## src/design/resp_stream_parser_top_macros.svh

```systemverilog
// ----------------------------------------------------------------------------
// resp_stream_parser_top_macros.svh
// Assertion helper macros for the RESP stream parser.
// ----------------------------------------------------------------------------
`ifndef RESP_STREAM_PARSER_TOP_MACROS_SVH
`define RESP_STREAM_PARSER_TOP_MACROS_SVH

// Same-cycle implication, clocked on clk, disabled in reset.
`define RSP_ASSERT_NOW(lbl, ante, cons, msg) \
    lbl: assert property (@(posedge clk) disable iff (!rst_n) (ante) |-> (cons)) \
        else $error(msg);

// Next-cycle implication, clocked on clk, disabled in reset.
`define RSP_ASSERT_NEXT(lbl, ante, cons, msg) \
    lbl: assert property (@(posedge clk) disable iff (!rst_n) (ante) |=> (cons)) \
        else $error(msg);

`endif

```

## src/design/rsp_pkg.sv

```systemverilog
// ----------------------------------------------------------------------------
// rsp_pkg
// Shared types and constants for the RESP stream parser.
// ----------------------------------------------------------------------------
`timescale 1ns / 1ps
`default_nettype none

package rsp_pkg;

    localparam int DEP_W    = 5;
    localparam int NUM_W    = 64;
    localparam int TDATA_W  = 88;

    localparam logic [7:0] CH_CR    = 8'd13;
    localparam logic [7:0] CH_LF    = 8'd10;
    localparam logic [7:0] CH_PLUS  = 8'h2B;
    localparam logic [7:0] CH_MINUS = 8'h2D;
    localparam logic [7:0] CH_COLON = 8'h3A;
    localparam logic [7:0] CH_DOLL  = 8'h24;
    localparam logic [7:0] CH_STAR  = 8'h2A;
    localparam logic [7:0] CH_SPACE = 8'h20;
    localparam logic [7:0] CH_TAB   = 8'd9;
    localparam logic [7:0] CH_VT    = 8'd11;
    localparam logic [7:0] CH_FF    = 8'd12;
    localparam logic [7:0] CH_ZERO  = 8'h30;
    localparam logic [7:0] CH_NINE  = 8'h39;

    localparam logic [NUM_W-1:0] MAG_LIM = {1'b1, {(NUM_W-1){1'b0}}};
    localparam logic [NUM_W-1:0] POS_MAX = {1'b0, {(NUM_W-1){1'b1}}};

    typedef enum logic [3:0] {
        TK_SIMPLE   = 4'd0,
        TK_ERRBYTE  = 4'd1,
        TK_BULKBYTE = 4'd2,
        TK_INTEGER  = 4'd3,
        TK_BULKHDR  = 4'd4,
        TK_ARRHDR   = 4'd5,
        TK_NULLBULK = 4'd6,
        TK_NULLARR  = 4'd7,
        TK_STREND   = 4'd8,
        TK_ERROR    = 4'd9
    } token_kind_t;

    typedef enum logic [2:0] {
        ERR_NONE    = 3'd0,
        ERR_SHORT   = 3'd1,
        ERR_TYPE    = 3'd2,
        ERR_STRAY   = 3'd3,
        ERR_DEEP    = 3'd4,
        ERR_LEN     = 3'd5
    } err_code_t;

    typedef enum logic [2:0] {
        LT_SIMPLE  = 3'd0,
        LT_ERROR   = 3'd1,
        LT_INTEGER = 3'd2,
        LT_BULK    = 3'd3,
        LT_ARRAY   = 3'd4
    } line_type_t;

    typedef enum logic [2:0] {
        PH_TYPE = 3'd0,
        PH_BODY = 3'd1,
        PH_BULK = 3'd2,
        PH_TR1  = 3'd3,
        PH_TR2  = 3'd4
    } phase_t;

    typedef enum logic [1:0] {
        NS_SKIP = 2'd0,
        NS_SIGN = 2'd1,
        NS_DIG  = 2'd2,
        NS_STOP = 2'd3
    } num_stage_t;

    typedef enum logic [1:0] {
        CT_IDLE  = 2'd0,
        CT_CHECK = 2'd1
    } ctl_state_t;

    // Control from the sequencer to the number reader
    typedef struct packed {
        logic       clear;
        logic       feed;
        logic [7:0] ch;
    } num_ctl_t;

endpackage

`default_nettype wire

```

## src/design/resp_stream_parser_top.sv

```systemverilog
// ----------------------------------------------------------------------------
// resp_stream_parser_top
// Byte-serial RESP2 parser emitting one token item per significant byte.
// ----------------------------------------------------------------------------
// Usage:
//   s_axis carries the raw protocol stream, one byte per item in tdata[7:0].
//   m_axis carries token items: tuser is the token kind, tlast flags a
//   completed top-level value, tdata holds the remaining token fields.
//   A byte that yields a token with no nesting walk puts the token in the
//   output register the cycle after the byte is accepted.
//   A byte that completes a value inside open arrays walks the element-count
//   stack held in a one-port-read RAM, one RAM read per level, with
//   registered read data, before its token is emitted.
//   Bytes are taken one at a time: a new byte is accepted only when the
//   sequencer is idle and the output register is empty or being drained.
//   When the receiver stalls, the token holds in the output register and
//   the input side stalls with it.
//   Reset clears the parse phase, number reader, bulk counter and stack
//   depth; stack RAM contents are not cleared, entries are only read below
//   the current depth, and all were written when pushed.
//   Any protocol error emits an error token and returns to the reset state.
// ----------------------------------------------------------------------------
`timescale 1ns / 1ps
`default_nettype none

`include "resp_stream_parser_top_macros.svh"

module resp_stream_parser_top
    import rsp_pkg::*;
#(
    parameter int DEPTH      = 16,
    parameter int COUNT_BITS = 32
) (
    input  wire logic               clk,
    input  wire logic               rst_n,
    input  wire logic               s_axis_tvalid,
    output logic                    s_axis_tready,
    input  wire logic [7:0]         s_axis_tdata,   // [7:0] in_byte
    output logic                    m_axis_tvalid,
    input  wire logic               m_axis_tready,
    output logic [TDATA_W-1:0]      m_axis_tdata,   // [7:0] data_byte, [71:8] number,
                                                    // [76:72] depth, [77] value_end,
                                                    // [80:78] error_code, [87:81] zero
    output logic [3:0]              m_axis_tuser,   // [3:0] token_kind
    output logic                    m_axis_tlast    // message_done
);

    localparam int AW  = (DEPTH > 1) ? $clog2(DEPTH) : 1;
    localparam int LCW = $clog2(DEPTH + 1);
    localparam logic [NUM_W-1:0] CNT_MAX = NUM_W'((65'd1 << COUNT_BITS) - 65'd1);

    // parse state
    phase_t                 phase_reg, phase_next;
    line_type_t             lt_reg, lt_next;
    logic                   pcr_reg, pcr_next;
    logic                   seen_reg, seen_next;
    logic [COUNT_BITS-1:0]  bl_reg, bl_next;
    logic [LCW-1:0]         lc_reg, lc_next;
    ctl_state_t             ct_reg, ct_next;

    // token waiting on the stack walk
    token_kind_t            tk_reg, tk_next;
    logic [NUM_W-1:0]       tnum_reg, tnum_next;
    logic [DEP_W-1:0]       tdep_reg, tdep_next;

    // output register
    logic                   ov_reg, ov_next;
    logic [3:0]             ou_reg, ou_next;
    logic [TDATA_W-1:0]     od_reg, od_next;
    logic                   ol_reg, ol_next;

    // emit request
    logic                   em;
    token_kind_t            em_kind;
    logic [7:0]             em_byte;
    logic [NUM_W-1:0]       em_num;
    logic [DEP_W-1:0]       em_dep;
    logic                   em_vend, em_done;
    err_code_t              em_err;

    // value completion request
    logic                   cpl;
    token_kind_t            cpl_kind;
    logic [NUM_W-1:0]       cpl_num;

    logic                   in_fire, fail;
    err_code_t              fail_code;
    logic [7:0]             b;
    num_ctl_t               nctl;
    logic [NUM_W-1:0]       nacc, val;
    logic                   nneg, negative, too_big;
    logic                   ram_we, ram_re;
    logic [AW-1:0]          ram_waddr, ram_raddr;
    logic [COUNT_BITS-1:0]  ram_wdata, ram_rdata, dec;

    rsp_num u_num (
        .clk   (clk),
        .rst_n (rst_n),
        .ctl   (nctl),
        .acc   (nacc),
        .neg   (nneg)
    );

    rsp_ram #(
        .WIDTH (COUNT_BITS),
        .DEPTH (DEPTH),
        .AW    (AW)
    ) u_stack (
        .clk   (clk),
        .we    (ram_we),
        .waddr (ram_waddr),
        .wdata (ram_wdata),
        .re    (ram_re),
        .raddr (ram_raddr),
        .rdata (ram_rdata)
    );

    assign s_axis_tready = (ct_reg == CT_IDLE) && (!ov_reg || m_axis_tready);
    assign in_fire       = s_axis_tvalid && s_axis_tready;
    assign b             = s_axis_tdata;

    always_comb
    begin
        negative = nneg && (nacc != '0);
        val      = nneg ? (NUM_W'(0) - nacc) : (nacc[NUM_W-1] ? POS_MAX : nacc);
        too_big  = nacc > CNT_MAX;
        dec      = (ram_rdata != '0) ? (ram_rdata - 1'b1) : '0;
    end

    always_comb
    begin
        phase_next = phase_reg;
        lt_next    = lt_reg;
        pcr_next   = pcr_reg;
        seen_next  = seen_reg;
        bl_next    = bl_reg;
        lc_next    = lc_reg;
        ct_next    = ct_reg;
        tk_next    = tk_reg;
        tnum_next  = tnum_reg;
        tdep_next  = tdep_reg;
        em         = 1'b0;
        em_kind    = TK_SIMPLE;
        em_byte    = '0;
        em_num     = '0;
        em_dep     = DEP_W'(lc_reg);
        em_vend    = 1'b0;
        em_done    = 1'b0;
        em_err     = ERR_NONE;
        cpl        = 1'b0;
        cpl_kind   = TK_STREND;
        cpl_num    = '0;
        fail       = 1'b0;
        fail_code  = ERR_NONE;
        nctl.clear = 1'b0;
        nctl.feed  = 1'b0;
        nctl.ch    = b;
        ram_we     = 1'b0;
        ram_waddr  = AW'(lc_reg);
        ram_wdata  = nacc[COUNT_BITS-1:0];
        ram_re     = 1'b0;
        ram_raddr  = AW'(lc_reg - 1'b1);

        unique case (ct_reg)
            CT_IDLE:
            begin
                if (in_fire)
                begin
                    unique case (phase_reg)
                        PH_TYPE:
                        begin
                            phase_next = PH_BODY;
                            pcr_next   = 1'b0;
                            seen_next  = 1'b0;
                            nctl.clear = 1'b1;
                            priority if (b == CH_PLUS)  lt_next = LT_SIMPLE;
                            else if (b == CH_MINUS)     lt_next = LT_ERROR;
                            else if (b == CH_COLON)     lt_next = LT_INTEGER;
                            else if (b == CH_DOLL)      lt_next = LT_BULK;
                            else if (b == CH_STAR)      lt_next = LT_ARRAY;
                            else if (b == CH_CR || b == CH_LF)
                            begin
                                fail = 1'b1; fail_code = ERR_SHORT;
                            end
                            else
                            begin
                                fail = 1'b1; fail_code = ERR_TYPE;
                            end
                        end
                        PH_BODY:
                        begin
                            if (pcr_reg)
                            begin
                                pcr_next = 1'b0;
                                if (b != CH_LF)
                                begin
                                    fail = 1'b1; fail_code = ERR_STRAY;
                                end
                                else if (!seen_reg)
                                begin
                                    fail = 1'b1; fail_code = ERR_SHORT;
                                end
                                else
                                begin
                                    // end of line
                                    phase_next = PH_TYPE;
                                    unique case (lt_reg)
                                        LT_SIMPLE, LT_ERROR:
                                        begin
                                            cpl = 1'b1; cpl_kind = TK_STREND;
                                        end
                                        LT_INTEGER:
                                        begin
                                            cpl = 1'b1; cpl_kind = TK_INTEGER;
                                            cpl_num = val;
                                        end
                                        LT_BULK:
                                        begin
                                            if (negative)
                                            begin
                                                cpl = 1'b1; cpl_kind = TK_NULLBULK;
                                                cpl_num = val;
                                            end
                                            else if (too_big)
                                            begin
                                                fail = 1'b1; fail_code = ERR_LEN;
                                            end
                                            else
                                            begin
                                                bl_next    = nacc[COUNT_BITS-1:0];
                                                phase_next = (nacc != '0) ? PH_BULK : PH_TR1;
                                                em = 1'b1; em_kind = TK_BULKHDR;
                                                em_num = val;
                                            end
                                        end
                                        default:
                                        begin
                                            if (negative)
                                            begin
                                                cpl = 1'b1; cpl_kind = TK_NULLARR;
                                                cpl_num = val;
                                            end
                                            else if (too_big)
                                            begin
                                                fail = 1'b1; fail_code = ERR_LEN;
                                            end
                                            else if (nacc == '0)
                                            begin
                                                cpl = 1'b1; cpl_kind = TK_ARRHDR;
                                            end
                                            else if (lc_reg >= LCW'(DEPTH))
                                            begin
                                                fail = 1'b1; fail_code = ERR_DEEP;
                                            end
                                            else
                                            begin
                                                ram_we  = 1'b1;
                                                lc_next = lc_reg + 1'b1;
                                                em = 1'b1; em_kind = TK_ARRHDR;
                                                em_num = val;
                                            end
                                        end
                                    endcase
                                end
                            end
                            else if (b == CH_CR)
                            begin
                                pcr_next = 1'b1;
                            end
                            else if (b == CH_LF)
                            begin
                                fail = 1'b1; fail_code = ERR_STRAY;
                            end
                            else
                            begin
                                seen_next = 1'b1;
                                if (lt_reg == LT_SIMPLE || lt_reg == LT_ERROR)
                                begin
                                    em      = 1'b1;
                                    em_kind = (lt_reg == LT_SIMPLE) ? TK_SIMPLE : TK_ERRBYTE;
                                    em_byte = b;
                                end
                                else
                                begin
                                    nctl.feed = 1'b1;
                                end
                            end
                        end
                        PH_BULK:
                        begin
                            bl_next = (bl_reg != '0) ? (bl_reg - 1'b1) : '0;
                            if (bl_next == '0)
                                phase_next = PH_TR1;
                            em = 1'b1; em_kind = TK_BULKBYTE; em_byte = b;
                        end
                        PH_TR1:
                        begin
                            phase_next = PH_TR2;
                        end
                        default:
                        begin
                            phase_next = PH_TYPE;
                            cpl = 1'b1; cpl_kind = TK_STREND;
                        end
                    endcase
                end

                if (cpl && !fail)
                begin
                    if (lc_reg == '0)
                    begin
                        em = 1'b1; em_kind = cpl_kind; em_num = cpl_num;
                        em_vend = 1'b1; em_done = 1'b1;
                    end
                    else
                    begin
                        // walk the count stack, starting at the top level
                        tk_next   = cpl_kind;
                        tnum_next = cpl_num;
                        tdep_next = DEP_W'(lc_reg);
                        ram_re    = 1'b1;
                        ct_next   = CT_CHECK;
                    end
                end
            end
            default:
            begin
                em_kind = tk_reg;
                em_num  = tnum_reg;
                em_dep  = tdep_reg;
                em_vend = 1'b1;
                if (dec != '0)
                begin
                    ram_we    = 1'b1;
                    ram_waddr = AW'(lc_reg - 1'b1);
                    ram_wdata = dec;
                    em        = 1'b1;
                    ct_next   = CT_IDLE;
                end
                else
                begin
                    lc_next = lc_reg - 1'b1;
                    if (lc_next == '0)
                    begin
                        em      = 1'b1;
                        em_done = 1'b1;
                        ct_next = CT_IDLE;
                    end
                    else
                    begin
                        ram_re    = 1'b1;
                        ram_raddr = AW'(lc_next - 1'b1);
                    end
                end
            end
        endcase

        if (fail)
        begin
            phase_next = PH_TYPE;
            lt_next    = LT_SIMPLE;
            pcr_next   = 1'b0;
            seen_next  = 1'b0;
            bl_next    = '0;
            lc_next    = '0;
            ram_we     = 1'b0;
            nctl.clear = 1'b1;
            em = 1'b1; em_kind = TK_ERROR; em_byte = '0; em_num = '0;
            em_dep = '0; em_vend = 1'b0; em_done = 1'b0; em_err = fail_code;
        end

        ov_next = ov_reg;
        ou_next = ou_reg;
        od_next = od_reg;
        ol_next = ol_reg;
        if (m_axis_tready)
            ov_next = 1'b0;
        if (em)
        begin
            ov_next = 1'b1;
            ou_next = em_kind;
            ol_next = em_done;
            od_next = {7'd0, em_err, em_vend, em_dep, em_num, em_byte};
        end
    end

    always_ff @(posedge clk or negedge rst_n)
    begin
        if (!rst_n)
        begin
            phase_reg <= PH_TYPE;
            lt_reg    <= LT_SIMPLE;
            pcr_reg   <= 1'b0;
            seen_reg  <= 1'b0;
            bl_reg    <= '0;
            lc_reg    <= '0;
            ct_reg    <= CT_IDLE;
            ov_reg    <= 1'b0;
        end
        else
        begin
            phase_reg <= phase_next;
            lt_reg    <= lt_next;
            pcr_reg   <= pcr_next;
            seen_reg  <= seen_next;
            bl_reg    <= bl_next;
            lc_reg    <= lc_next;
            ct_reg    <= ct_next;
            ov_reg    <= ov_next;
        end
    end

    always_ff @(posedge clk)
    begin
        tk_reg   <= tk_next;
        tnum_reg <= tnum_next;
        tdep_reg <= tdep_next;
        ou_reg   <= ou_next;
        od_reg   <= od_next;
        ol_reg   <= ol_next;
    end

    assign m_axis_tvalid = ov_reg;
    assign m_axis_tuser  = ou_reg;
    assign m_axis_tdata  = od_reg;
    assign m_axis_tlast  = ol_reg;

    `RSP_ASSERT_NOW(a_depth_bound, 1'b1, lc_reg <= LCW'(DEPTH), "stack depth past limit")
    `RSP_ASSERT_NOW(a_walk_nonempty, ct_reg == CT_CHECK, lc_reg != '0, "walk on empty stack")
    `RSP_ASSERT_NOW(a_err_code, m_axis_tvalid && m_axis_tuser == TK_ERROR,
        m_axis_tdata[80:78] != ERR_NONE && !m_axis_tlast, "error token without code")
    `RSP_ASSERT_NEXT(a_walk_out_free, ct_reg == CT_IDLE && ct_next == CT_CHECK,
        !m_axis_tvalid, "walk started with output busy")

endmodule

`default_nettype wire

```

## src/design/rsp_ram.sv

```systemverilog
// ----------------------------------------------------------------------------
// rsp_ram
// Generic single-write, single-read RAM with registered read data.
// ----------------------------------------------------------------------------
`timescale 1ns / 1ps
`default_nettype none

module rsp_ram #(
    parameter int WIDTH = 32,
    parameter int DEPTH = 16,
    parameter int AW    = (DEPTH > 1) ? $clog2(DEPTH) : 1
) (
    input  wire logic             clk,
    input  wire logic             we,
    input  wire logic [AW-1:0]    waddr,
    input  wire logic [WIDTH-1:0] wdata,
    input  wire logic             re,
    input  wire logic [AW-1:0]    raddr,
    output logic      [WIDTH-1:0] rdata
);

    logic [WIDTH-1:0] mem [DEPTH];

    always_ff @(posedge clk)
    begin
        if (we)
        begin
            mem[waddr] <= wdata;
        end
        if (re)
        begin
            rdata <= mem[raddr];
        end
    end

endmodule

`default_nettype wire

```

## src/design/rsp_num.sv

```systemverilog
// ----------------------------------------------------------------------------
// rsp_num
// Decimal reader: optional blanks, one sign, digits; saturating magnitude.
// ----------------------------------------------------------------------------
`timescale 1ns / 1ps
`default_nettype none

module rsp_num
    import rsp_pkg::*;
(
    input  wire logic             clk,
    input  wire logic             rst_n,
    input  wire num_ctl_t         ctl,
    output logic      [NUM_W-1:0] acc,
    output logic                  neg
);

    logic [NUM_W-1:0] acc_reg, acc_next;
    logic             neg_reg, neg_next;
    num_stage_t       stage_reg, stage_next;
    logic             is_digit, is_blank, is_sign;
    logic [NUM_W+3:0] prod;

    always_comb
    begin
        is_digit   = (ctl.ch >= CH_ZERO) && (ctl.ch <= CH_NINE);
        is_blank   = (ctl.ch == CH_SPACE) || (ctl.ch == CH_TAB) ||
                     (ctl.ch == CH_VT) || (ctl.ch == CH_FF);
        is_sign    = (ctl.ch == CH_PLUS) || (ctl.ch == CH_MINUS);
        prod       = ({4'd0, acc_reg} << 3) + ({4'd0, acc_reg} << 1)
                     + (NUM_W+4)'(ctl.ch - CH_ZERO);
        acc_next   = acc_reg;
        neg_next   = neg_reg;
        stage_next = stage_reg;
        if (ctl.clear)
        begin
            acc_next   = '0;
            neg_next   = 1'b0;
            stage_next = NS_SKIP;
        end
        else if (ctl.feed)
        begin
            unique case (stage_reg)
                NS_SKIP:
                begin
                    if (is_sign)
                    begin
                        neg_next   = (ctl.ch == CH_MINUS);
                        stage_next = NS_SIGN;
                    end
                    else if (!is_blank)
                    begin
                        stage_next = is_digit ? NS_DIG : NS_STOP;
                    end
                end
                NS_SIGN: stage_next = is_digit ? NS_DIG : NS_STOP;
                NS_DIG:  stage_next = is_digit ? NS_DIG : NS_STOP;
                NS_STOP: stage_next = NS_STOP;
                default: stage_next = NS_STOP;
            endcase
            if (stage_next == NS_DIG && is_digit)
            begin
                // saturate once the magnitude passes 2^63
                if (prod > {4'd0, MAG_LIM})
                    acc_next = MAG_LIM;
                else
                    acc_next = prod[NUM_W-1:0];
            end
        end
    end

    always_ff @(posedge clk or negedge rst_n)
    begin
        if (!rst_n)
        begin
            acc_reg   <= '0;
            neg_reg   <= 1'b0;
            stage_reg <= NS_SKIP;
        end
        else
        begin
            acc_reg   <= acc_next;
            neg_reg   <= neg_next;
            stage_reg <= stage_next;
        end
    end

    assign acc = acc_reg;
    assign neg = neg_reg;

endmodule

`default_nettype wire

```

## config.mk

```make
export PLATFORM = sky130hd
export DESIGN_NAME = resp_stream_parser_top
export DESIGN_NICKNAME = d
export VERILOG_FILES = /design/src/design/rsp_pkg.sv /design/src/design/resp_stream_parser_top.sv /design/src/design/rsp_ram.sv /design/src/design/rsp_num.sv
export VERILOG_INCLUDE_DIRS = /design/src /design/src/design
export SDC_FILE = /design/constraint.sdc
export NUM_CORES = 2
export LEC_CHECK = 0
export ABC_AREA = 0
export ABC_CLOCK_PERIOD_IN_PS = 10400
export BUFFER_PORTS_ARGS = -buffer_cell sky130_fd_sc_hd__buf_2
export CAP_MARGIN = 10
export CORE_AREA = 2 2 330 332
export CTS_BUF_LIST = sky130_fd_sc_hd__clkbuf_8 sky130_fd_sc_hd__clkbuf_16
export DETAILED_ROUTE_END_ITERATION = 8
export DIE_AREA = 0 0 332 334
export PLACE_DENSITY = 0.71
export SLEW_MARGIN = 20
export SYNTH_ARGS = -nofsm -noshare
export SYNTH_HDL_FRONTEND = slang
export SYNTH_SLANG_ARGS = --single-unit
```

## constraint.sdc

```tcl
create_clock -name clk -period 10.4 [get_ports clk]
set_input_delay 1.56 -clock clk [delete_from_list [all_inputs] [get_ports clk]]
set_output_delay 1.56 -clock clk [all_outputs]
set_load 0.1 [all_outputs]
```

Word level (Yosys, flattened, before mapping). Memory sizes are Yosys's and may differ from the RTL's. A register that Yosys moved wholly into a read port is not among the register bits. Cells that the tools add are included.

Bits in registers: 274. Bits in writable memories: 512. Input bits: 12. Output and inout port bits: 95. Memories kept: 1.

Add/subtract/negate cells: 9. $lt $le $gt $ge: 5. Equality and inequality tests: 45. Multiplexer cells: 250. Bitwise gates (word level): 3. Reductions and logical operators: 56.

Memories: u_stack.mem (depth 16, width 32, read ports 1, clocked after memory_dff 1, wr ports 1, RTL line rsp_ram.sv:22) `logic [WIDTH-1:0] mem [DEPTH];`.

Operators by type and width (count): 64-bit two-way mux (25); 32-bit two-way mux (13); 64-bit one-hot mux with 2 select lines (2); 3-bit two-way mux (33); 1-bit two-way mux (98); 32-bit nonzero test (3); 4-bit two-way mux (19); 5-bit two-way mux (14); 67-bit by 65-bit adder with 68-bit output (1); 68-bit adder (1); 68-bit by 64-bit greater-than comparator with 1-bit output, second input constant (1); 64-bit by 32-bit greater-than comparator with 1-bit output, second input constant (1); 64-bit logical NOT (1); 32-bit one-hot mux with 2 select lines (1); 64-bit nonzero test (1); 1-bit by 64-bit subtractor with 64-bit output, first input constant (1); 32-bit by 1-bit subtractor with 32-bit output, second input constant (2); 63-bit two-way mux (1); 3-bit inequality test, second input constant (19); 8-bit by 6-bit == test with 1-bit output, second input constant (6); 2-bit two-way mux (24); 8-bit by 4-bit == test with 1-bit output, second input constant (5); 32-bit logical NOT (1); 8-bit two-way mux (4); other kinds (41) (91).

Logic depth before layout (Yosys ltp).
Depth after elaboration: 20. Mapped depth: 20. Mapped depth without buffers: 17.

Modules after synthesis. A second synthesis with hierarchy kept.

Cells, all modules: 3238. Area, all modules: 41634.9 um^2.

By module, submodules not included: rsp_ram (instances 1, cells an instance 838, area each 20174.3 um^2, seq. area each 16335.7 um^2); resp_stream_parser_top (instances 1, cells an instance 1472, area each 13136.3 um^2, seq. area each 5950.7 um^2); rsp_num (instances 1, cells an instance 928, area each 8324.2 um^2, seq. area each 1676.6 um^2).

Worst setup path before layout. Ideal clock, no wire load.

Kind: input-to-reg. From: input m_axis_tready. To: register u_stack.rdata[0], read port of u_stack.mem (enable). Arrival: 10.522 ns. Setup slack: -0.497 ns. Cell stages on the path: 7. Path buffers: 1. Path through: inv_1 > a21oi_1 > nand2_1 > clkbuf_1 > nor3_1 > nor3b_1 > or2_2.

Longest elaborated chain between the ends: 9.

RTL lines: from (decl) (RTL line resp_stream_parser_top.sv:40) `input wire logic m_axis_tready,`; 1-bit logical OR * (RTL line resp_stream_parser_top.sv:118) `assign s_axis_tready = (ct_reg == CT_IDLE) && (!ov_reg || m_axis_tready);`; 1-bit logical AND * (RTL line resp_stream_parser_top.sv:118); named net s_axis_tready (RTL line resp_stream_parser_top.sv:37) `output logic s_axis_tready,`; 1-bit logical AND * (RTL line resp_stream_parser_top.sv:119) `assign in_fire = s_axis_tvalid && s_axis_tready;`; 1-bit two-way mux (RTL line resp_stream_parser_top.sv:167) `if (in_fire)`; 1-bit two-way mux (RTL line resp_stream_parser_top.sv:164) `unique case (ct_reg)`; 1-bit logical NOT (RTL line resp_stream_parser_top.sv:308) `if (cpl && !fail)`; 1-bit logical AND * (RTL line resp_stream_parser_top.sv:308); 1-bit two-way mux * (RTL line resp_stream_parser_top.sv:308); 1-bit two-way mux * (RTL line resp_stream_parser_top.sv:164); named net ram_re (RTL line resp_stream_parser_top.sv:92) `logic ram_we, ram_re;`; to (decl) (RTL line rsp_ram.sv:19) `output logic [WIDTH-1:0] rdata`.

The timed path passes the listed nets; every way through them passes the cells marked *. The select of a mux whose other input is x is not followed. A chain may end at the register's enable or synchronous reset.

Worst setup path in the final report.
From: input s_axis_tdata[4]. To: register u_num.acc_reg[13], in the netlist u_num.acc[13].

Longest elaborated chain between the ends: 13.

RTL lines: from (decl) (RTL line resp_stream_parser_top.sv:38) `input wire logic [7:0] s_axis_tdata,`; branches (longest 13 deep; another with 68-bit adder); to (signal assigned) (RTL line rsp_num.sv:82) `acc_reg <= acc_next;`; to (decl) (RTL line rsp_num.sv:18) `logic [NUM_W-1:0] acc_reg, acc_next;`.

Parallel ways; which one is timed is not known. The select of a mux whose other input is x is not followed.

==> results.ini <==
[placed_design]
port_buffers = 99
hpwl_um = 87000
gp_congestion = 0.959
placed_cells = 5314

[synthesis]
synthFlopType = edfxtp_1
yosysTopAreaCell = edfxtp_1
netlist_area_sq_um = 48000
synth_top_area_share_pct = 44.0
synth_top_family_by_area = compound AO/OA/AOI/OAI gates
avgSynthCellArea_sq_um = 11.9
yosys-top-cells-area = edfxtp_1 (44%), mux2i_1 (6.4%), dfrtp_1 (5.9%)
synth-async-reset-ratio_pct = 14.0
synthAdderAreaFrac_pct = 4.74
synth-compound-area-share_pct = 15.0
synth-seq-cells = 817
seq_area_frac_synth_pct = 50.0
ys_types = 98
yosys.area_share.simple_pct = 11.7
syn_inst = 4030
synth-edff-count = 703
synth_xor_area_share_pct = 2.76
ys_warn_count = 0
synthMuxAreaShare_pct = 12.4

[clocking]
clock_sinks = 817
cts_tree = built
cts_buffers = 85
cts_root_buf = clkbuf_16
h-tree-depth = 3
clk_pin_slew_worst_paths_ns = 0.06
cts_setup_buffers = 0
ctsResizeCount = 0
cts_buffer_depth = 3
clock_latency_ns = 0.69
holdBufCountCts = 0

[min_path]
hold_depth = 2
hold_class = flop to flop
holdCritStartpoint = tnum_reg[24]
min_delay_worst_endpoint = m_axis_tdata[32]

[job]
cap_violations = 0

[layout]
final_util_pct = 48.9
largest_register_ffs = 512
final_common_cell = edfxtp_1
fin_nets = 4143
final_cell_mix = edfxtp_1 (703), nand2_1 (324), mux2i_1 (306)
diodes = 0
area_delta_synth_final_pct = 9.94
stdcell_count = 5472
top_register = u_stack.mem
drive_above_1_share_pct = 14.3

[setup_path]
timing.rr.end = u_stack.rdata[0]
startpoint_type = input port
max_stage_delay_ns = 0.69
critical_path_class = input port to flop
crit_path_cell_trace = buf_2 -> ha_1 -> or3_1 -> inv_2 -> fa_1 -> ha_1 -> nand4_1 -> nor4_1 -> inv_1 -> a211oi_1 -> o221ai_1 -> a32o_1 -> nor4_1 -> o2111ai_1 -> a2111oi_0 -> a41o_1 -> buf_4 -> a32o_1
cp_slowest_cell = inv_2
ff2ff_setup_slack_ns = 3.82
r2r_start = u_stack.rdata[0]
required_ns = 10.96
arrival_ns = 8.39
critPathMaxFanout = 47
endpoint_kind = flop
r2r_cells = 14

[detailed_routing]
wl_met3_um = 13000
drc = 0
drt_first_pass_iters = 6
wl_per_cell_um = 25.4
drtIter0Drc = 4343
viasPerCell = 6.53
drt_wl_total_um = 139000
ant_nets = 0
m1WireLength_um = 58900
vias = 35700
top_layer = met4
dr_wl_met2_um = 63400

[global_route]
first_global_vias = 33900
grt_pass1_wl_um = 211000
track_usage_pct = 24.6
grt_max_degree = 136
grt_antenna_before_repair = 1
grt.overflow.total = 0

[power]
irDropWorstVdd_mv = 0.398
p_leak_nw = 18.4
powerDensity_nw_per_um2 = 252

[timing]
slew_viol_final = 0
tns_ns = 0
finalCriticalPeriod_ns = 7.83
fin_skew_ns = 0.0636
relSlewSlack_pct = 21.8
rsz0062_at_grt = no
fmaxAchievable_mhz = 128
hold_viol_final = 0
setup_viol_count_final = 0
min_period_over_period_pct = 75.3
max_slew.worst_pin.slew_ns = 1.17

[floorplan]
die_h_um = 334
rows = 121
start_util_pct = 44.5
coreArea_sq_um = 108000
die-area_sq_um = 111000
num_io_pins = 107
die_w_um = 332

[run_status]
status = completed

## kinds of logic after synthesis
group,count (synthesis)
AOI/OAI and AO/OA,949
xor gates and xnor gates,151
adders and majority gates,144
buffers and inverters,389
DFF,817
muxes,438
other,1
and+or+nand+nor,1141
## cell usage after synthesis (all sizes together), types with 75 or more instances
| cell type | number |
|---|---|
| nand2 | 324 |
| a32o | 83 |
| inv | 75 |
| ha | 81 |
| edfxtp | 703 |
| buf | 83 |
| nor2 | 275 |
| mux2i | 308 |
| xnor2 | 82 |
| dfrtp | 114 |
| a221oi | 130 |
| mux4 | 124 |
| a21oi | 166 |
| clkbuf | 231 |
| nor3 | 156 |
| o21ai | 156 |
## how the worst max path moves through the flow
stage | startpoint | endpoint | slack [ns] | depth (start not counted)
2_1_floorplan | m_axis_tready | m_axis_tdata[0] | 1.93 | 6
3_3_place_gp | s_axis_tdata[4] | u_num.acc[29] | 2.13 | 18
3_5_place_dp | s_axis_tdata[4] | u_num.acc[29] | 2.14 | 18
4_1_cts | s_axis_tdata[4] | u_num.acc[6] | 2.77 | 18
5_1_grt | s_axis_tdata[4] | u_num.acc[11] | 2.31 | 18
6_report | s_axis_tdata[4] | u_num.acc[13] | 2.57 | 18
## power breakdown
group          total (mW)  switching, mW  leakage [nW]  internal [mW]
clock                3.05           1.36          1.39           1.69
combinational        5.95           4.16          8.92           1.79
sequential           4.28          0.207          8.11           4.07
## per-layer routing
layer,vias to the layer above,track usage [%]
met5,-,0
met4,0,6.97
met3,239,3.75
met2,1873,38.5
met1,17900,35.5
li1,15700,-
## layout make-up
cell class	instances	area, sq um
tap	1414	1770
inverter	75	282
multi-input combinational	2830	22800
sequential	817	24000
fill	9334	55100
clock inverter	73	697
clock buffer	85	2130
timing repair buffer	178	1140
## stage by stage
step                area, sq um  total power [mW]  worst slack [ns]  hold slack (ns)
global placement          49900              10.2              2.13            0.480
finish                    52700              13.3              2.57            0.527
global route              52700              13.8              2.31            0.552
detailed placement        49900              10.2              2.14            0.494
CTS                       52700              13.3              2.77            0.519
floorplan                 48000              8.84              1.93            0.423
## worst max-delay path: cells and delay by family
family,cells,cell delay (ns)
adder cells (fa/ha/maj),3,1.44
buffers and inverters,4,1.41
AO/OA/AOI/OAI,7,2.14
AND/OR/NAND/NOR,4,1.75
Note: power is estimated with default switching activity, not from simulation.
